<file path="config.mk">
export PLATFORM = sky130hd
export DESIGN_NAME = ipv6_text_address_parser_flat
export DESIGN_NICKNAME = d
export VERILOG_FILES = /design/src/hdl/ipv6tp_pkg.sv /design/src/hdl/ipv6tp_ifs.sv /design/src/hdl/ipv6tp_queue.sv /design/src/hdl/ipv6tp_front.sv /design/src/hdl/ipv6tp_back.sv /design/src/hdl/ipv6_text_address_parser.sv /design/src/flat_wrapper.sv
export SDC_FILE = /design/constraint.sdc
export NUM_CORES = 1
export LEC_CHECK = 0
export BUFFER_PORTS_ARGS = -buffer_cell sky130_fd_sc_hd__buf_2
export CAP_MARGIN = 15
export CORE_MARGIN = 10
export CORE_UTILIZATION = 30
export DETAILED_ROUTE_END_ITERATION = 8
export MAX_ROUTING_LAYER = met4
export PLACE_DENSITY_LB_ADDON = 0.05
export SKIP_CTS_REPAIR_TIMING = 1
export SLEW_MARGIN = 10
export SYNTH_ARGS = -nofsm -noshare
export SYNTH_HDL_FRONTEND = slang
export SYNTH_SLANG_ARGS = --single-unit
</file>
<file path="constraint.sdc">
create_clock -name clk -period 12.5 [get_ports clk]
set_input_delay 0.625 -clock clk [delete_from_list [all_inputs] [get_ports clk]]
set_output_delay 0.625 -clock clk [all_outputs]
set_load 0.005 [all_outputs]
</file>
<file path="src/hdl/ipv6tp_pkg.sv">
// Shared types and constants for the IPv6 address text parser.
`timescale 1ns / 1ps
`default_nettype none
package ipv6tp_pkg;

  // Address shape
  localparam int NUM_GROUPS = 8;
  localparam int GROUP_W    = 16;
  localparam int GROUP_CW   = $clog2(NUM_GROUPS) + 1;
  localparam int GROUP_AW   = $clog2(NUM_GROUPS);
  localparam int MAX_DIGITS = 4;
  localparam int DIGIT_CW   = $clog2(MAX_DIGITS) + 1;
  localparam int HALF_W     = GROUP_W * NUM_GROUPS / 2;

  // Gap marker value meaning "no double colon seen"
  localparam logic [GROUP_CW-1:0] NO_GAP = GROUP_CW'(NUM_GROUPS);

  // Character codes
  localparam logic [7:0] END_CHAR   = 8'h00;
  localparam logic [7:0] COLON_CHAR = 8'h3A;

  // Token queue between front and back
  localparam int QUEUE_DEPTH = 4;
  localparam int QUEUE_AW    = $clog2(QUEUE_DEPTH);
  localparam int QUEUE_CW    = QUEUE_AW + 1;

  // Character class handed from front to back
  typedef enum logic [1:0] {
    TK_END   = 2'd0,
    TK_COLON = 2'd1,
    TK_HEX   = 2'd2,
    TK_BAD   = 2'd3
  } tok_kind_t;

  typedef struct packed {
    tok_kind_t  kind;
    logic [3:0] nibble;
  } token_t;

  typedef struct packed {
    logic full;
    logic empty;
  } q_status_t;

  // Colon tracking state
  typedef enum logic [3:0] {
    PH_START       = 4'b0001,  // start of text
    PH_AFTER_COLON = 4'b0010,  // single colon that closed a group
    PH_LEAD_COLON  = 4'b0100,  // colon at the very start
    PH_OTHER       = 4'b1000   // inside a group or after "::"
  } phase_t;

endpackage
`default_nettype wire

</file>
<file path="src/hdl/ipv6tp_ifs.sv">
// Valid/ready channel interfaces for the parser input and result.
`timescale 1ns / 1ps
`default_nettype none
interface ipv6tp_in_if;
  logic       valid;
  logic       ready;
  logic [7:0] character;

  modport source (output valid, output character, input ready);
  modport sink (input valid, input character, output ready);
endinterface

interface ipv6tp_out_if;
  logic        valid;
  logic        ready;
  logic        ok;
  logic [63:0] addr_high;
  logic [63:0] addr_low;

  modport source (output valid, output ok, output addr_high, output addr_low, input ready);
  modport sink (input valid, input ok, input addr_high, input addr_low, output ready);
endinterface
`default_nettype wire

</file>
<file path="src/hdl/ipv6tp_queue.sv">
// Small token queue decoupling the classifier from the parser core.
`timescale 1ns / 1ps
`default_nettype none
module ipv6tp_queue (
  input  logic                  clk,
  input  logic                  rst_n,
  input  logic                  push,
  input  ipv6tp_pkg::token_t    push_tok,
  input  logic                  pop,
  output ipv6tp_pkg::token_t    pop_tok,
  output ipv6tp_pkg::q_status_t status
);
  import ipv6tp_pkg::*;

  token_t              mem_r [QUEUE_DEPTH];
  logic [QUEUE_AW-1:0] wr_ptr_r, wr_ptr_nxt;
  logic [QUEUE_AW-1:0] rd_ptr_r, rd_ptr_nxt;
  logic [QUEUE_CW-1:0] count_r, count_nxt;

  assign status.full  = (count_r == QUEUE_CW'(QUEUE_DEPTH));
  assign status.empty = (count_r == '0);
  assign pop_tok      = mem_r[rd_ptr_r];

  // Pointer and occupancy update
  always_comb begin
    wr_ptr_nxt = push ? wr_ptr_r + 1'b1 : wr_ptr_r;
    rd_ptr_nxt = pop ? rd_ptr_r + 1'b1 : rd_ptr_r;
    case ({push, pop})
      2'b10:   count_nxt = count_r + 1'b1;
      2'b01:   count_nxt = count_r - 1'b1;
      default: count_nxt = count_r;
    endcase
  end

  always_ff @(posedge clk) begin
    if (!rst_n) begin
      wr_ptr_r <= '0;
      rd_ptr_r <= '0;
      count_r  <= '0;
    end else begin
      wr_ptr_r <= wr_ptr_nxt;
      rd_ptr_r <= rd_ptr_nxt;
      count_r  <= count_nxt;
    end
  end

  // Entry storage
  always_ff @(posedge clk) begin
    if (push) begin
      mem_r[wr_ptr_r] <= push_tok;
    end
  end

endmodule
`default_nettype wire

</file>
<file path="src/hdl/ipv6tp_front.sv">
// Front end: accepts characters and classifies them into tokens.
`timescale 1ns / 1ps
`default_nettype none
module ipv6tp_front (
  ipv6tp_in_if.sink             in_ch,
  input  ipv6tp_pkg::q_status_t q_status,
  output logic                  push,
  output ipv6tp_pkg::token_t    push_tok
);
  import ipv6tp_pkg::*;

  logic [7:0] c;

  assign c           = in_ch.character;
  assign in_ch.ready = !q_status.full;
  assign push        = in_ch.valid && in_ch.ready;

  // Character class and hex digit value
  always_comb begin
    push_tok.nibble = 4'd0;
    case (c) inside
      END_CHAR: begin
        push_tok.kind = TK_END;
      end
      COLON_CHAR: begin
        push_tok.kind = TK_COLON;
      end
      [8'h30:8'h39]: begin
        push_tok.kind   = TK_HEX;
        push_tok.nibble = c[3:0];
      end
      [8'h41:8'h46], [8'h61:8'h66]: begin
        // 'A'/'a' carry 1 in the low nibble; add 9 for the value
        push_tok.kind   = TK_HEX;
        push_tok.nibble = c[3:0] + 4'd9;
      end
      default: begin
        push_tok.kind = TK_BAD;
      end
    endcase
  end

endmodule
`default_nettype wire

</file>
<file path="src/hdl/ipv6tp_back.sv">
// Back end: parser state, group placement and result register.
`timescale 1ns / 1ps
`default_nettype none
module ipv6tp_back (
  input  logic                  clk,
  input  logic                  rst_n,
  input  ipv6tp_pkg::token_t    tok,
  input  ipv6tp_pkg::q_status_t q_status,
  output logic                  pop,
  ipv6tp_out_if.source          out_ch
);
  import ipv6tp_pkg::*;

  // Parse state
  logic [GROUP_CW-1:0] cnt_r, cnt_nxt;
  logic [GROUP_W-1:0]  value_r, value_nxt;
  logic [DIGIT_CW-1:0] digits_r, digits_nxt;
  logic [GROUP_CW-1:0] gap_r, gap_nxt;
  phase_t              phase_r, phase_nxt;
  logic                err_r, err_nxt;

  // Groups before the gap sit at their own slot; groups after it shift in at the bottom
  logic [GROUP_W-1:0]  head_r [NUM_GROUPS];
  logic [GROUP_W-1:0]  head_nxt [NUM_GROUPS];
  logic [GROUP_W-1:0]  tail_r [NUM_GROUPS];
  logic [GROUP_W-1:0]  tail_nxt [NUM_GROUPS];
  logic [GROUP_W-1:0]  tail_shift [NUM_GROUPS];

  // Result register
  logic                out_valid_r, out_valid_nxt;
  logic                out_ok_r, out_ok_nxt;
  logic [HALF_W-1:0]   out_hi_r, out_hi_nxt;
  logic [HALF_W-1:0]   out_lo_r, out_lo_nxt;

  logic                out_free;
  logic                end_tok;
  logic                has_digits;
  logic [GROUP_CW-1:0] cnt_fin;
  logic                fin_ok;
  logic [GROUP_W-1:0]  fin_grp [NUM_GROUPS];

  assign out_free   = !out_valid_r || out_ch.ready;
  assign end_tok    = (tok.kind == TK_END);
  assign pop        = !q_status.empty && (!end_tok || out_free);
  assign has_digits = (digits_r != '0);
  assign cnt_fin    = has_digits ? cnt_r + 1'b1 : cnt_r;

  // Tail with the group being read shifted in at the bottom
  always_comb begin
    for (int i = 0; i < NUM_GROUPS - 1; i++) begin
      tail_shift[i] = tail_r[i+1];
    end
    tail_shift[NUM_GROUPS-1] = value_r;
  end

  // End-of-text verdict
  always_comb begin
    fin_ok = !err_r && (cnt_r < NO_GAP) && (phase_r != PH_LEAD_COLON)
             && (has_digits || (gap_r == cnt_r));
    if (gap_r == NO_GAP) begin
      fin_ok = fin_ok && (cnt_fin == NO_GAP);
    end else begin
      fin_ok = fin_ok && (cnt_fin != NO_GAP);
    end
  end

  // Final group layout including the group still being read
  always_comb begin
    for (int i = 0; i < NUM_GROUPS; i++) begin
      fin_grp[i] = head_r[i];
      if (gap_r == NO_GAP) begin
        if (has_digits && (cnt_r[GROUP_AW-1:0] == GROUP_AW'(i))) begin
          fin_grp[i] = value_r;
        end
      end else if (has_digits) begin
        fin_grp[i] = head_r[i] | tail_shift[i];
      end else begin
        fin_grp[i] = head_r[i] | tail_r[i];
      end
    end
  end

  // Token processing
  always_comb begin
    cnt_nxt    = cnt_r;
    value_nxt  = value_r;
    digits_nxt = digits_r;
    gap_nxt    = gap_r;
    phase_nxt  = phase_r;
    err_nxt    = err_r;
    head_nxt   = head_r;
    tail_nxt   = tail_r;

    if (pop) begin
      if (end_tok) begin
        cnt_nxt    = '0;
        value_nxt  = '0;
        digits_nxt = '0;
        gap_nxt    = NO_GAP;
        phase_nxt  = PH_START;
        err_nxt    = 1'b0;
        for (int i = 0; i < NUM_GROUPS; i++) begin
          head_nxt[i] = '0;
          tail_nxt[i] = '0;
        end
      end else if (!err_r) begin
        if (cnt_r >= NO_GAP) begin
          err_nxt = 1'b1;
        end else begin
          case (tok.kind)
            TK_COLON: begin
              case (phase_r)
                PH_START: begin
                  phase_nxt = PH_LEAD_COLON;
                end
                PH_AFTER_COLON, PH_LEAD_COLON: begin
                  if (gap_r != NO_GAP) begin
                    err_nxt = 1'b1;
                  end else begin
                    gap_nxt   = cnt_r;
                    phase_nxt = PH_OTHER;
                  end
                end
                PH_OTHER: begin
                  if (!has_digits) begin
                    err_nxt = 1'b1;
                  end else begin
                    // close the group
                    if (gap_r == NO_GAP) begin
                      head_nxt[cnt_r[GROUP_AW-1:0]] = value_r;
                    end else begin
                      tail_nxt = tail_shift;
                    end
                    cnt_nxt    = cnt_r + 1'b1;
                    value_nxt  = '0;
                    digits_nxt = '0;
                    phase_nxt  = PH_AFTER_COLON;
                  end
                end
                default: begin
                  err_nxt = 1'b1;
                end
              endcase
            end
            TK_HEX: begin
              if ((phase_r == PH_LEAD_COLON) || (digits_r >= DIGIT_CW'(MAX_DIGITS))) begin
                err_nxt = 1'b1;
              end else begin
                value_nxt  = {value_r[GROUP_W-5:0], tok.nibble};
                digits_nxt = digits_r + 1'b1;
                phase_nxt  = PH_OTHER;
              end
            end
            default: begin
              err_nxt = 1'b1;
            end
          endcase
        end
      end
    end
  end

  // Result register load and drain
  always_comb begin
    out_valid_nxt = out_valid_r;
    out_ok_nxt    = out_ok_r;
    out_hi_nxt    = out_hi_r;
    out_lo_nxt    = out_lo_r;
    if (pop && end_tok) begin
      out_valid_nxt = 1'b1;
      out_ok_nxt    = fin_ok;
      out_hi_nxt    = fin_ok ? {fin_grp[0], fin_grp[1], fin_grp[2], fin_grp[3]} : '0;
      out_lo_nxt    = fin_ok ? {fin_grp[4], fin_grp[5], fin_grp[6], fin_grp[7]} : '0;
    end else if (out_ch.ready) begin
      out_valid_nxt = 1'b0;
    end
  end

  always_ff @(posedge clk) begin
    if (!rst_n) begin
      cnt_r       <= '0;
      value_r     <= '0;
      digits_r    <= '0;
      gap_r       <= NO_GAP;
      phase_r     <= PH_START;
      err_r       <= 1'b0;
      out_valid_r <= 1'b0;
      for (int i = 0; i < NUM_GROUPS; i++) begin
        head_r[i] <= '0;
        tail_r[i] <= '0;
      end
    end else begin
      cnt_r       <= cnt_nxt;
      value_r     <= value_nxt;
      digits_r    <= digits_nxt;
      gap_r       <= gap_nxt;
      phase_r     <= phase_nxt;
      err_r       <= err_nxt;
      out_valid_r <= out_valid_nxt;
      head_r      <= head_nxt;
      tail_r      <= tail_nxt;
    end
  end

  // Result payload
  always_ff @(posedge clk) begin
    out_ok_r <= out_ok_nxt;
    out_hi_r <= out_hi_nxt;
    out_lo_r <= out_lo_nxt;
  end

  assign out_ch.valid     = out_valid_r;
  assign out_ch.ok        = out_ok_r;
  assign out_ch.addr_high = out_hi_r;
  assign out_ch.addr_low  = out_lo_r;

endmodule
`default_nettype wire

</file>
<file path="src/hdl/ipv6_text_address_parser.sv">
// Top level of the IPv6 address text parser.
//
//   channel  | dir | payload                              | transaction
//   ---------+-----+--------------------------------------+------------------------------
//   in_ch    | in  | character[7:0]                       | one text byte, zero ends text
//   out_ch   | out | ok, addr_high[63:0], addr_low[63:0]  | one per zero byte
//
// One character per cycle while in_ch.ready is high; each token updates the parse state when popped.
// With the queue empty, a zero byte is written into the queue, then popped into the result register once it is free.
// Reset is synchronous and clears all parse state at once; no clearing pass.
// A stalled result parks its zero byte at the queue head; three more characters
// queue behind it, then in_ch.ready drops until the result drains.
`timescale 1ns / 1ps
`default_nettype none
module ipv6_text_address_parser (
  input  logic         clk,
  input  logic         rst_n,
  ipv6tp_in_if.sink    in_ch,
  ipv6tp_out_if.source out_ch
);
  import ipv6tp_pkg::*;

  logic      push;
  token_t    push_tok;
  logic      pop;
  token_t    tok;
  q_status_t q_status;

  ipv6tp_front u_front (
    .in_ch    (in_ch),
    .q_status (q_status),
    .push     (push),
    .push_tok (push_tok)
  );

  ipv6tp_queue u_queue (
    .clk      (clk),
    .rst_n    (rst_n),
    .push     (push),
    .push_tok (push_tok),
    .pop      (pop),
    .pop_tok  (tok),
    .status   (q_status)
  );

  ipv6tp_back u_back (
    .clk      (clk),
    .rst_n    (rst_n),
    .tok      (tok),
    .q_status (q_status),
    .pop      (pop),
    .out_ch   (out_ch)
  );

  // Non-terminating tokens never wait on the result side
  ap_no_char_stall: assert property (@(posedge clk) disable iff (!rst_n)
    (!q_status.empty && (tok.kind != TK_END)) |-> pop)
    else $error("character token stalled in queue");

  // An accepted transaction is queued by the next cycle
  ap_accept_queued: assert property (@(posedge clk) disable iff (!rst_n)
    (in_ch.valid && in_ch.ready) |=> !q_status.empty)
    else $error("accepted character missing from queue");

  // A consumed end token produces a result
  ap_end_result: assert property (@(posedge clk) disable iff (!rst_n)
    (pop && (tok.kind == TK_END)) |=> out_ch.valid)
    else $error("end of text without result");

endmodule
`default_nettype wire
</file>
<file path="src/flat_wrapper.sv">
// flat-port wrapper written by rule: the top's interface ports become plain ports
module ipv6_text_address_parser_flat import ipv6tp_pkg::*;
  (clk, rst_n, in_ch_valid, in_ch_character, in_ch_ready, out_ch_valid, out_ch_ok, out_ch_addr_high, out_ch_addr_low, out_ch_ready);
  ipv6tp_in_if in_ch_i ();
  ipv6tp_out_if out_ch_i ();
  input  logic clk;
  input  logic rst_n;
  input wire logic [$bits(in_ch_i.valid)-1:0] in_ch_valid;
  input wire logic [$bits(in_ch_i.character)-1:0] in_ch_character;
  output wire logic [$bits(in_ch_i.ready)-1:0] in_ch_ready;
  output wire logic [$bits(out_ch_i.valid)-1:0] out_ch_valid;
  output wire logic [$bits(out_ch_i.ok)-1:0] out_ch_ok;
  output wire logic [$bits(out_ch_i.addr_high)-1:0] out_ch_addr_high;
  output wire logic [$bits(out_ch_i.addr_low)-1:0] out_ch_addr_low;
  input wire logic [$bits(out_ch_i.ready)-1:0] out_ch_ready;
  assign in_ch_i.valid = in_ch_valid;
  assign in_ch_i.character = in_ch_character;
  assign in_ch_ready = in_ch_i.ready;
  assign out_ch_valid = out_ch_i.valid;
  assign out_ch_ok = out_ch_i.ok;
  assign out_ch_addr_high = out_ch_i.addr_high;
  assign out_ch_addr_low = out_ch_i.addr_low;
  assign out_ch_i.ready = out_ch_ready;
  ipv6_text_address_parser u_core (.clk(clk), .rst_n(rst_n), .in_ch(in_ch_i), .out_ch(out_ch_i));
endmodule
</file>
Word level (Yosys, flattened, before mapping) --
Memory sizes are Yosys's and may differ from the RTL's. A register that Yosys moved wholly into a read port is not among the register bits. Cells that the tools add are included.
Storage, ports and cells: register bits after elaboration 425, RAM bits 24, input bits 12, output and inout bits 131, word-level logic and storage cells 247, memories 1
Memories:
- u_core.u_queue.mem_r | words 4, width 6, read ports 1, clocked after Yosys merged registers in 1, write ports 1, RTL line ipv6tp_queue.sv:15 | token_t mem_r [QUEUE_DEPTH];
Operators by class: add/sub/neg operators 7, $lt $le $gt $ge 11, equality and inequality tests 33, multiplexer cells 99, bitwise logic cells 17, reduce and logical (&&, ||, !) cells 50
Operators with widths (count):
- 128-bit 2-to-1 mux | 14
- 16-bit 2-to-1 mux | 31
- 16-bit OR | 16
- 128-bit bitwise mux | 1
- 4-bit 2-to-1 mux | 22
- 16-bit demux with 3-bit select | 1
- 16-bit case mux with 2 select lines | 1
- 7-bit AND reduction | 3
- 1-bit logical AND | 20
- 3-bit 2-to-1 mux | 6
- 8-bit by 7-bit >= comparator with 1-bit output (second input constant) | 2
- 8-bit by 7-bit <= comparator with 1-bit output (second input constant) | 2
- 4-bit != test (second input constant) | 4
- 3-bit equality test (second input constant) | 5
- 2-bit nonzero test | 7
- 1-bit 2-to-1 mux | 13
- 4-bit equality test (second input constant) | 3
- 3-bit case mux with 2 select lines | 2
- 4-bit case mux with 3 select lines | 1
- 8-bit by 6-bit equality test with 1-bit output (second input constant) | 1
- 4-bit >= comparator (second input constant) | 2
- 8-bit by 6-bit >= comparator with 1-bit output (second input constant) | 1
- 8-bit by 6-bit <= comparator with 1-bit output (second input constant) | 1
- 8-bit zero test | 1
- 36 further kinds | 57

Logic depth before layout (Yosys ltp) --
Gate-level depths: netlist of run 1.
word-level depth 13, depth in mapped cells 13, gate-level depth less buffers 11

By module --
From an unflattened synthesis of run 1, not the netlist that was laid out.
Second synthesis, totals: cell total of the unflattened synthesis 1854, area, all modules 19225.9 µm²
By module, submodules not included:
- ipv6tp_back | times used 1, cells an instance 1743, area each 17643.2 µm², sequential area each 9659.3 µm²
- ipv6tp_queue | times used 1, cells an instance 77, area each 1317.5 µm², sequential area each 900.9 µm²
- ipv6tp_front | times used 1, cells an instance 34, area each 265.3 µm², sequential area each 0.0 µm²

Least setup slack after synthesis of run 1 --
OpenSTA, ideal clock, no wires.
kind register to register, start point reg (tool-made name), end point reg u_core.u_back.out_hi_r[0] (netlist: u_core.u_back.out_ch.addr_high[0]) (enable), setup time 0.482 ns, arrival 4.482 ns, data required time 12.018 ns, slack 7.535 ns, cell stages (with the launch flop) 8, path buffers 2, clock period less this slack 4.965 ns, cell sequence dfxtp_1 clkbuf_1 mux4_2 inv_1 ha_1 buf_1 nand2_1 inv_1
RTL lines:
- end signal: assignment | RTL line ipv6tp_back.sv:208 | out_hi_r <= out_hi_nxt;
- end: declaration | RTL line ipv6tp_back.sv:32 | logic [HALF_W-1:0] out_hi_r, out_hi_nxt;

==> results summary, run 1 <==
The highest signal layer in the routed design is met4. The max-capacitance violation count is 0. The required time at the worst-slack endpoint came out at 13.03 ns.

The tree is rooted in a sky130_fd_sc_hd__clkbuf_16. The area of the core came out at 66,100 um2. The detailed-placement wirelength estimate came out at 47,700 um. The number of nets at the end of the flow is 2,292.

The worst setup path is launched from a flop. After clock tree synthesis, the clock-pin slew on the worst setup and hold paths is 0.06 ns. The detailed-routed wire length on met3 is 5500 um. The synthesis-to-finish area growth is 15.1%. The detailed-route vias per instance came out at 5.33.

The number of library cell types mapped by synthesis is 67. The width of the die is 279 um. Entering global routing, the biggest net connects 130 pins. The predominant post-synthesis flop cell is sky130_fd_sc_hd__dfxtp_1. The count of flip-flops with a built-in enable after synthesis is 153. In this design, the largest share of critical-path delay is due to buffers and inverters.

For this block, wires on met1 add up to 36,200 um. The signal on the critical path passes through mux4_2 -> inv_1 -> ha_4 -> buf_4 -> a31o_2 -> and2_4 -> buf_4 -> nand3b_1 -> a21oi_1. The number of diodes added for antenna fixing came out at 0. Setup violations remaining at the end of the flow were counted as 0.

TritonCTS built the clock tree. Of all nets on the critical path, the largest fanout is 105. The area taken by multi-input logic gates came out at 8730 um2.

Of the post-synthesis cell area, the dominant cell type holds 29.7%. The clock sink count is 451. The switching share of power came out at 26.8%.

For this run, the slowest stage of the critical path takes 0.91 ns. The sum of negative setup slack came out at 0 ns. The arrival time at the worst endpoint is 5.64 ns. The initial utilization of the core area, before any placement, comes to 30.4%.

The routed wire length per instance is 24.4 um. The number of antenna violations at the first check in global routing came out at 0. The static leakage came out at 7.81 nW. Sorting the synthesized cells by area gives the leading types as sky130_fd_sc_hd__dfxtp_1, sky130_fd_sc_hd__edfxtp_1, sky130_fd_sc_hd__a21oi_1, sky130_fd_sc_hd__nand2_1, sky130_fd_sc_hd__a22o_1. Ranked by instance count, the synthesized netlist is headed by sky130_fd_sc_hd__nand2_1, sky130_fd_sc_hd__dfxtp_1, sky130_fd_sc_hd__a21oi_1. The global router's overall resource usage is 19.8%. The number of design-rule violations left by the first detailed-router iteration came out at 1,289. The H-tree was split into 2 levels. The analysis attributes to net switching a power of 0.926 mW. The post-placement worst setup slack is 7.50 ns. Headroom to the max-slew limit came out at 12.2%.

The worst path in the final design needs a cycle of 5.11 ns, including I/O delays and setup. The number of synthesized register bits is 451. The relative contribution of sequential cells to total power is 45.4%.

Of the available clock period, the critical path in the final layout requires 40.9%. Derived from the worst setup path, the maximum achievable clock frequency is 0.196 GHz. The met2 wirelength from detailed routing is 33,500 um. The most instantiated library cell after synthesis is sky130_fd_sc_hd__nand2_1.

The number of global-route vias before repair is 16.2k. The die boundary height is 279 um. The transition time of the tightest slew-check pin is 1.31 ns. The synthesized netlist cell count came out at 2,216.

The number of fill cells in the layout is 6,805. The setup skew after layout came out at 0.0254 ns. The number of design rule violations left after detail routing is 0. The run finished with clean final reports. The clock network is responsible for 44.2% of the overall power. The overall routed net length is 77,100 um. Among the stages of the critical path, the cell type that occurs most often is sky130_fd_sc_hd__buf_4. Buffers inserted during clock tree synthesis total 52. The worst setup slack after layout came out at 7.39 ns. Pin placement for this block handled 143 I/O pins. Counting every net in the synthesized netlist gives 2,251. The async set or reset register ratio after synthesis is 0%. In this run the worst hold path is classified as in2reg. The placement row count is 94.

The first-pass GRT wire length is 114,000 um. The buffer depth of the longest clock path is 3. For this run the aggregate overflow at the end of global routing stands at 0. The combined area of all synthesized cells is 20,100 um2.

Setup repair after global routing left no endpoint under its margin. The average cell area after synthesis came out at 9.07 um2. The maximum VDD drop came out at 92.5 uV. The largest individual stage delay along the critical path comes from the cell sky130_fd_sc_hd__buf_4. Counting both buffers and inverters, the worst setup path holds a total of 3. The number of nets still failing antenna checks after routing came out at 0. The worst hold slack after final layout is 0.425 ns. The number of synthesis warnings came out at 0.

The internal cell power is 2.52 mW. The max-slew violation count came out at 0. The final route contains 16.9k vias. The congestion estimate from routability-driven global placement came to 0.802. The total power divided by cell area is 149 nW/um2. Across the whole layout, storage elements account for 10,600 um2. The portion of the post-synthesis area used by sequential elements is 52.5%. The number of buffers inserted by port buffering came out at 142. The hold violation total from the final report came out at 0. The fraction of final layout cells sized beyond drive strength 1 is 13.1%. The die covers 77,700 um2.

Summed over all instances, the cell type with the most area after synthesis is sky130_fd_sc_hd__dfxtp_1. The first-pass iteration count of the detailed router is 5. The endpoint kind of the worst setup timing path is a flop. The insertion delay of the later-clocked pin in the worst-skew pair is 0.62 ns. The worst setup path is of the reg2reg kind. The relative contribution of combinational cells to total power came out at 10.5%.
## final cells by class
type | count | area share [%]
Sequential cell | 451 | 45.6
Clock inverter | 21 | 0.595
Multi-Input combinational cell | 1553 | 37.7
Clock buffer | 77 | 6.74
Tap cell | 864 | 4.67
Timing Repair Buffer | 177 | 4.22
Inverter | 22 | 0.389
## layer usage
metal	GRT usage, %	vias to the layer above
li1	-	7938
met1	27.4	8232
met2	28.8	584
met3	4.16	102
met4	5.73	0
met5	-	-
## metrics by stage
step           power [mW]  cells  instance area, um2  util (%)
2_1_floorplan        1.84   2216               20100         -
3_3_place_gp         1.96   3065               21400      32.4
3_5_place_dp         1.96   3067               21400      32.4
4_1_cts              3.49   3165               23100      35.0
5_1_grt              3.59   3165               23100      35.0
6_report             3.45   3165               23100      35.0
## worst min-delay path, delay by kind of cell
kind,cells,cell delay [ns]
and+or+nand+nor,1,0.08
buffers and inverters,1,0.07
AOI/OAI and AO/OA,1,0.20
## path summary, 6_finish.rpt
check / from / to / slack [ns] / depth (start not counted)
min: out_ch_ready / u_core.u_back.out_ch.valid / 0.43 / 3
max: flop / u_core.u_back.tail_r[17] / 7.39 / 9
max reg2reg: flop / u_core.u_back.tail_r[17] / 7.39 / 9
min reg2reg: u_core.u_back.tail_r[126] / u_core.u_back.tail_r[126] / 0.45 / 2
## state kept, by name, indices dropped and copies added, names as in the netlist, 3 cells and up, named ones only
signal and flops:
u_core.u_back.cnt_r 4, u_core.u_back.digits_r 3, u_core.u_back.gap_r 4, u_core.u_back.head_r 128
u_core.u_back.out_ch.addr_high 64, u_core.u_back.out_ch.addr_low 64, u_core.u_back.phase_r 4, u_core.u_back.tail_r 128
u_core.u_back.value_r 16, u_core.u_queue.count_r 3, u_core.u_queue.mem_r 24
## placed cells by master, fill, tap and decap left out, drive strengths merged, types with 4 or more instances in the layout
| cell type | n |
|---|---|
| edfxtp | 153 |
| nor2b | 17 |
| ha | 22 |
| o21a | 12 |
| a21oi | 284 |
| a32o | 13 |
| o22ai | 7 |
| o211ai | 4 |
| dfxtp | 298 |
| nor3 | 187 |
| a22o | 114 |
| mux4 | 6 |
| and2 | 5 |
| nand2 | 377 |
| clkinv | 20 |
| inv | 21 |
| o21bai | 4 |
| and3 | 10 |
| nor2 | 204 |
| clkbuf | 77 |
| nor4 | 7 |
| nand3 | 40 |
| nand3b | 116 |
| a211oi | 34 |
| o21ai | 36 |
| mux2i | 9 |
| buf | 177 |
| xnor2 | 9 |
## power by group through the flow
stage | Combinational [mW] | Sequential, mW | Clock [mW]
after floorplan | 0.249 | 1.59 | 0
after global placement | 0.358 | 1.60 | 0
after detailed placement | 0.361 | 1.60 | 0
after CTS | 0.363 | 1.57 | 1.56
after global routing | 0.395 | 1.57 | 1.62
final | 0.361 | 1.57 | 1.52
## kinds of logic (layout without fill, tap and decap cells)
kind of cell               after synthesis  after routing  share of synthesized area, %
muxes                                   15             15                          1.12
DFF                                    451            451                          52.5
xor gates and xnor gates                12             12                         0.523
and+or+nand+nor                        981            981                          23.4
buffers and inverters                  212            297                          4.43
adders and majority gates               23             23                          1.47
AOI/OAI and AO/OA                      522            522                          16.5
(Power assumes the default switching activity.)
==> run 2: changes to the inputs <==
==> constraint.sdc (replaced) <==
create_clock -name clk -period 4.4 [get_ports clk]
set_input_delay 0.22 -clock clk [delete_from_list [all_inputs] [get_ports clk]]
set_output_delay 0.22 -clock clk [all_outputs]
set_load 0.005 [all_outputs]
==> results summary, run 2 (same netlist as run 1, synthesis figures left out) <==
The final weighted congestion in routability-driven placement is 0.800 (-0.22%). The fmax was 0.275 GHz (+40%). The max-slew violation count came out at 0 (unchanged). The number of levels the H-tree was split into is 2 (unchanged). The buffer depth of the longest clock path was 3 (unchanged).

STA classifies the critical path endpoint as a flop. The largest net degree at the start of global routing is 94 (-28%). The largest stage delay on the critical path came to 0.71 ns (-0.20 ns). The headroom to the max-slew limit came out at 13.0% (+0.75 points).

The max-capacitance violation count is 0 (unchanged). The first-pass iteration count of the detailed router came out at 5 (unchanged). The clock network fraction of design power was 45.5% (+1.3 points). The buffer type at the clock tree root is sky130_fd_sc_hd__clkbuf_16. The starting density of the core came out at 30.4% (unchanged). The detailed-route vias per instance came out at 5.33 (about the same). The largest registers in the layout are u_core.u_back.head_r x128, u_core.u_back.tail_r x128. The nature of the critical path startpoint is a flop. The startpoint identified for the worst hold timing path is out_ch_ready.

The worst setup slack after layout is 0.761 ns (-6.63 ns). The number of buffers inserted by port buffering is 142 (unchanged). The final setup violation count came out at 0 (unchanged). The post-placement worst setup slack is 0.715 ns (-6.78 ns). The number of global-route vias before repair came out at 16.2k (-0.20%).

The static leakage is 8.05 nW (+3.1%). The master of the slowest instance on the critical path is sky130_fd_sc_hd__buf_4. The number of fill cells in the layout is 6,852 (+0.69%). The area of the core was 66,100 um2 (unchanged). The die area came to 77,700 um2 (unchanged). The required time at the worst-slack endpoint came out at 4.84 ns (-8.19 ns). The internal cell power came to 7.40 mW (+190%). The sum of negative setup slack is 0 ns (unchanged).

In the layout the commonest cells are sky130_fd_sc_hd__nand2_1, sky130_fd_sc_hd__dfxtp_1, sky130_fd_sc_hd__a21oi_1. The cell that appears most often on the critical path is sky130_fd_sc_hd__buf_4. The relative contribution of sequential cells to total power came out at 44.3% (-1.1 points).

The total power divided by cell area is 426 nW/um2 (+190%). The setup skew after layout came out at 0.0182 ns (-0.00724 ns). The number of antenna violations at the first check in global routing came to 1 (+1).

By startpoint and endpoint, the worst setup path is classified as reg2reg. The insertion delay of the later-clocked pin in the worst-skew pair is 0.61 ns (about the same). The number of nets at the end of the flow came out at 2,333 (+1.8%). The number of nets still failing antenna checks after routing is 0 (unchanged). The run finished with clean final reports. The number of design-rule violations left by the first detailed-router iteration came out at 1,422 (+10%). The global router's overall resource usage came out at 19.9% (+0.035 points).

The detailed-placement wirelength estimate came to 49,900 um (+4.5%). The worst hold path belongs to the class in2reg. The count of pins on the block boundary is 143 (unchanged). The CTS buffer count was 53 (+1.9%).

The relative contribution of combinational cells to total power is 10.2% (-0.3 points). The placement row count is 94 (unchanged). The overall routed net length came out at 77,900 um (+0.95%). The first-pass GRT wire length is 114,000 um (-0.22%). The shortest clock period the worst path allows after layout is 3.64 ns (-1.47 ns). The switching share of power came out at 26.3% (-0.54 points). The width of the die came to 279 um (unchanged). The number of design rule violations left after detail routing is 0 (unchanged). The residual overflow from global routing came out at 0 (unchanged). The routed wire length per instance came out at 24.3 um (-0.35%). The most common library cell in the layout ignoring fill and taps is sky130_fd_sc_hd__nand2_1.

The maximum fanout along the worst path is 92 (-12%). The arrival time at the worst endpoint is 4.08 ns (-1.56 ns). The die boundary height came to 279 um (unchanged).

The placed instance area was 21,800 um2 (+1.6%). The area taken by multi-input logic gates came out at 8700 um2 (-0.30%). The total area of sequential cells came to 10,600 um2 (unchanged).

The finished layout cell area is 23,600 um2 (+1.8%). The hold violation total from the final report came out at 0 (unchanged). The fraction of final layout cells sized beyond drive strength 1 is 14.5% (+1.4 points). Traced cell by cell, the critical path runs through mux4_2 -> inv_1 -> ha_4 -> buf_4 -> a31o_2 -> nand2_4 -> buf_4 -> nand2_1 -> a21oi_1. TritonCTS built the clock tree. Setup repair after global routing left no endpoint under its margin.

The number of diodes added for antenna fixing is 0 (unchanged). The total number of vias was 17.1k (+1.4%). The total net switching power was 2.64 mW (+190%).

The clock sink count is 451 (unchanged). The synthesis-to-finish area growth is 17.2%. The maximum VDD drop was 310 uV (+240%).

The transition time of the tightest slew-check pin is 1.30 ns (-0.0104 ns). The part of the cycle the worst path needs came out at 82.7% (+42 points). The clock transition at the registers of the reported paths is 0.06 ns (about the same).
run 2: cell count changes in the layout (fill, tap and decap cells not counted), moves of 2 or more:
cell,delta
sky130_fd_sc_hd__clkbuf_8,-3
sky130_fd_sc_hd__clkbuf_1,-2
sky130_fd_sc_hd__bufinv_16,+5
sky130_fd_sc_hd__a21oi_1,+3
sky130_fd_sc_hd__clkinvlp_4,+4
sky130_fd_sc_hd__buf_12,+5
sky130_fd_sc_hd__buf_4,+36
sky130_fd_sc_hd__a21oi_2,-3
run 2: final cells by class:
| cell class | instances | area share (%) |
|---|---|---|
| Sequential cell | 451 | 44.8 |
| Inverter | 22 | 0.377 |
| Clock buffer | 71 | 6.31 |
| Tap cell | 864 | 4.59 |
| Multi-Input combinational cell | 1553 | 36.9 |
| Timing Repair Buffer | 217 | 5.67 |
| Clock inverter | 28 | 1.27 |
run 2: through the flow:
step | cells | power [mW] | hold slack, ns | util [%]
finish | 3206 | 10.0 | 0.0255 | 35.6
global route | 3206 | 10.4 | 0.0258 | 35.6
CTS | 3206 | 10.2 | -0.00126 | 35.6
detailed placement | 3107 | 5.57 | 0.446 | 32.9
global placement | 3107 | 5.56 | 0.439 | 32.9
floorplan | 2216 | 5.22 | 0.432 | -
run 2: power by group through the flow:
stage	Combinational (mW)	Clock [mW]	Sequential (mW)
floorplan	0.707	0	4.52
global placement	1.02	0	4.54
detailed placement	1.03	0	4.54
CTS	1.03	4.69	4.45
global route	1.12	4.85	4.46
finish	1.03	4.56	4.45
run 2: critical path: cells and delay by family (launching register included):
family	cells	cell delay, ns
mux	1	0.62
fa+ha+maj	1	0.21
compound gates	2	0.32
flops	1	0.56
simple gates	2	0.44
buf+inv	3	1.27
run 2: final timing paths:
path | endpoint | slack [ns] | cells after the start
min reg2reg | u_core.u_back.value_r[9] | 0.45 | 2
min | u_core.u_back.out_ch.valid | 0.03 | 3
max reg2reg | u_core.u_back.tail_r[120] | 0.76 | 9
max | u_core.u_back.tail_r[120] | 0.76 | 9
run 2: metal layers:
layer,GRT usage (%),wire (um),up-vias
met5,-,0,-
met4,5.52,2090,0
met3,2.84,4600,100
met2,29.7,34300,518
met1,27.6,36900,8456
li1,-,-,8010
==> run 3: changes to the inputs <==
--- a/config.mk
+++ b/config.mk
@@ -5,6 +5,7 @@
 export SDC_FILE = /design/constraint.sdc
 export NUM_CORES = 1
 export LEC_CHECK = 0
+export ABC_AREA = 1
 export BUFFER_PORTS_ARGS = -buffer_cell sky130_fd_sc_hd__buf_2
 export CAP_MARGIN = 15
 export CORE_MARGIN = 10
==> constraint.sdc (replaced) <==
create_clock -name clk -period 3.2 [get_ports clk]
set_input_delay 0.16 -clock clk [delete_from_list [all_inputs] [get_ports clk]]
set_output_delay 0.16 -clock clk [all_outputs]
set_load 0.005 [all_outputs]
==> results summary, run 3 <==
The master of the slowest instance on the critical path is sky130_fd_sc_hd__buf_12. The average cell area after synthesis came out at 7.95 um2 (-12%). STA classifies the critical path startpoint as a flop. The hold violation total from the final report came out at 0 (unchanged). The detailed-placement wirelength estimate is 56,900 um (+14%).

The number of levels the H-tree was split into came out at 2 (unchanged). The placement row count came out at 97 (+3.2%). The die boundary height came out at 285 um (+2.3%). The detailed-route vias per instance was 5.19 (-2.6%). The tightest min-delay check is of the in2reg type. Walking the worst path, the cells encountered are inv_2 -> nor2_1 -> nor2_1 -> o21ai_1 -> nand2_1 -> inv_1 -> ha_2 -> nand3_2 -> nand2_2 -> inv_2 -> nand2_2 -> inv_1 -> nand2_1 -> nor2_4 -> buf_12 -> nand3_1 -> a21oi_1.

The worst hold path begins at rst_n. The cell type with the highest aggregate area in the netlist is sky130_fd_sc_hd__dfxtp_1. The transition time of the tightest slew-check pin came to 0.949 ns (-0.354 ns). The endpoint kind of the worst setup timing path is a flop.

The number of global-route vias before repair came out at 18.7k (+15%). The number of antenna violations at the first check in global routing came to 0 (-1). The global router's overall resource usage came out at 21.6% (+1.7 points). The largest net degree at the start of global routing is 101 (+7.4%). The setup slack of the worst register-to-register path came to 0.28 ns (-0.48 ns). The worst hold slack after final layout came out at 0.0337 ns (+0.00816 ns). The starting density of the core came to 30.2% (-0.20 points). The async set or reset register ratio after synthesis came out at 0% (unchanged). The combined area of all synthesized cells came to 21,100 um2 (+5.0%).

The largest stage delay on the critical path is 0.33 ns (-0.38 ns). The buffer depth of the longest clock path came out at 3 (unchanged). The clock sink count was 451 (unchanged). The max-slew violation count came to 0 (unchanged). The number of nets at the end of the flow came out at 2,792 (+20%). The fmax was 0.343 GHz (+25%). The share of the synthesized area in the top cell type is 28.3% (-1.4 points).

For this run, the leading register cell type out of synthesis is sky130_fd_sc_hd__dfxtp_1. The area of the core is 69,900 um2 (+5.8%). The most common library cell in the layout ignoring fill and taps is sky130_fd_sc_hd__nand2_1. The cell sitting at the root of the clock tree is a sky130_fd_sc_hd__clkbuf_16.

The portion of the post-synthesis area used by sequential elements came out at 50.0% (-2.5 points). The clock transition at the registers of the reported paths is 0.06 ns (about the same). The number of fill cells in the layout is 7,377 (+7.7%). The arrival time at the worst endpoint was 3.44 ns (-0.64 ns). In the final layout, the registers with the most flip-flops are u_core.u_back.head_r x128, u_core.u_back.tail_r x128. The most instantiated library cell after synthesis is sky130_fd_sc_hd__nand2_1. The die area came to 81,400 um2 (+4.7%). The cell depth of the worst hold path is 3 (unchanged). The capturing point of the worst reg2reg path is u_core.u_back.tail_r[99]. The length in cells of the worst reg-to-reg path came to 17 (+8). The fraction of final layout cells sized beyond drive strength 1 came out at 15.9% (+1.4 points).

The synthesized net count is 2,689 (+19%). The insertion delay of the later-clocked pin in the worst-skew pair is 0.62 ns (about the same). The number of buffers inserted by port buffering is 142 (unchanged). The number of nets still failing antenna checks after routing came to 0 (unchanged).

By count the netlist is led by sky130_fd_sc_hd__nand2_1, sky130_fd_sc_hd__a21oi_1, sky130_fd_sc_hd__dfxtp_1. The residual overflow from global routing is 0 (unchanged). TritonCTS built the clock tree. The max-capacitance violation count was 0 (unchanged). The area taken by multi-input logic gates is 9030 um2 (+3.8%). The final setup violation count is 0 (unchanged).

The required time at the worst-slack endpoint is 3.72 ns (-1.12 ns). The end of the worst hold path is u_core.u_back.cnt_r[3]. The number of library cell types mapped by synthesis is 40 (-40%). The headroom to the max-slew limit came out at 36.7% (+24 points). The static leakage is 8.03 nW (-0.33%). The total area of sequential cells is 10,600 um2 (about the same). The count of pins on the block boundary is 143 (unchanged). The total buffers and inverters traversed by the critical path is 5 (+2).

The count of flip-flops with a built-in enable after synthesis is 153 (unchanged). The routed wire length per instance is 23.5 um (-3.2%). The shortest clock period the worst path allows after layout was 2.92 ns (-0.723 ns).

The number of design rule violations left after detail routing is 0 (unchanged). The family with the most delay on the worst path is simple AND/OR/NAND/NOR gates. The worst setup path is of the reg2reg kind. The final weighted congestion in routability-driven placement came out at 0.851 (+6.3%).

In the layout the commonest cells are sky130_fd_sc_hd__nand2_1, sky130_fd_sc_hd__a21oi_1, sky130_fd_sc_hd__dfxtp_1. The first-pass iteration count of the detailed router came out at 5 (unchanged). The synthesis-to-finish area growth is 18.7%. The number of design-rule violations left by the first detailed-router iteration is 1,724 (+21%). Setup repair after global routing left no endpoint under its margin. The maximum fanout along the worst path came out at 77 (-16%).

The part of the cycle the worst path needs was 91.1% (+8.4 points). The number of synthesized register bits came out at 451 (unchanged). The run finished with clean final reports.

The number of diodes added for antenna fixing is 0 (unchanged). The maximum VDD drop is 763 uV (+150%). The number of synthesis warnings is 0 (unchanged). The total number of vias is 19.4k (+14%). The overall routed net length is 88,000 um (+13%). The width of the die is 285 um (+2.3%).

After synthesis, the cell types taking the most area are sky130_fd_sc_hd__dfxtp_1, sky130_fd_sc_hd__edfxtp_1, sky130_fd_sc_hd__a21oi_1, sky130_fd_sc_hd__nand2_1, sky130_fd_sc_hd__o21ai_0. The synthesized netlist cell count is 2,654 (+20%). The first-pass GRT wire length is 130,000 um (+14%).

The sum of negative setup slack was 0 ns (unchanged). The setup skew after layout came to 0.0218 ns (+0.00362 ns). The total power divided by cell area is 829 nW/um2 (+95%).

The CTS buffer count is 54 (+1.9%).
## run 3: cell count changes after synthesis, sizes merged, moves of 110 or more
| cell | change |
|---|---|
| nor3 | -165 |
| inv | +168 |
| a22o | -114 |
| nand2 | +126 |
| nand3 | +110 |
| nand3b | -116 |
| o21ai | +173 |
| a21oi | +162 |
## run 3: worst max path at each step
stage	startpoint	end	depth (start not counted)
3_3_place_gp	flop	u_core.u_back.tail_r[72]	15
5_1_grt	flop	u_core.u_back.tail_r[127]	15
2_1_floorplan	flop	u_core.u_back.out_ch.addr_high[0]	9
3_5_place_dp	flop	u_core.u_back.head_r[59]	14
4_1_cts	flop	u_core.u_back.head_r[59]	14
6_report	flop	u_core.u_back.tail_r[99]	17
## run 3: cell families after synthesis
kind of cell,Yosys count,share of synthesized area (%)
flops,451,50.0
fa+ha+maj,23,1.40
compound gates,784,20.5
simple gates,992,20.2
xor+xnor,5,0.207
buf+inv,399,7.65
## run 3: area by class of cell
type                    count  share of cell area (%)
flip-flops and latches    451                    42.1
multi-input cells        1804                    36.0
repair buffers            256                    7.14
clock buffers              76                    6.09
well taps                 940                    4.69
inverters                 190                    2.90
clock inverters            25                    1.00
## run 3: layer usage
| layer | vias to the layer above | part of all wire (%) | wire length [um] | track usage, % |
|---|---|---|---|---|
| met2 | 660 | 45 | 39900 | 33.3 |
| li1 | 9190 | - | - | - |
| met3 | 140 | 6.1 | 5410 | 3.07 |
| met1 | 9423 | 45 | 39700 | 28.8 |
| met4 | 0 | 3.3 | 2920 | 7.22 |
| met5 | - | 0 | 0 | - |
## run 3: worst reg2reg max path: cells and delay by family (launching register included)
| kind | cells | cell delay, ns |
|---|---|---|
| and+or+nand+nor | 9 | 1.24 |
| buffers and inverters | 5 | 0.78 |
| DFF | 1 | 0.32 |
| AOI/OAI and AO/OA | 2 | 0.24 |
| adders and majority gates | 1 | 0.23 |
## run 3: power breakdown
group | total (mW) | switching (mW) | internal, mW | leakage (nW)
Combinational | 7.76 | 5.70 | 2.06 | 3.31
Clock | 6.30 | 2.58 | 3.72 | 0.880
Sequential | 6.74 | 0.293 | 6.44 | 3.84
## run 3: metrics by stage
step	power, mW	area [um2]	util, %	setup slack [ns]	std cells
finish	20.8	25100	35.9	0.285	3742
global route	21.8	25100	35.9	0.0160	3742
CTS	20.9	25000	35.8	0.221	3741
detailed placement	14.5	23200	33.3	0.234	3640
global placement	14.5	23200	33.3	0.231	3640
floorplan	11.2	21200	-	-0.358	2654
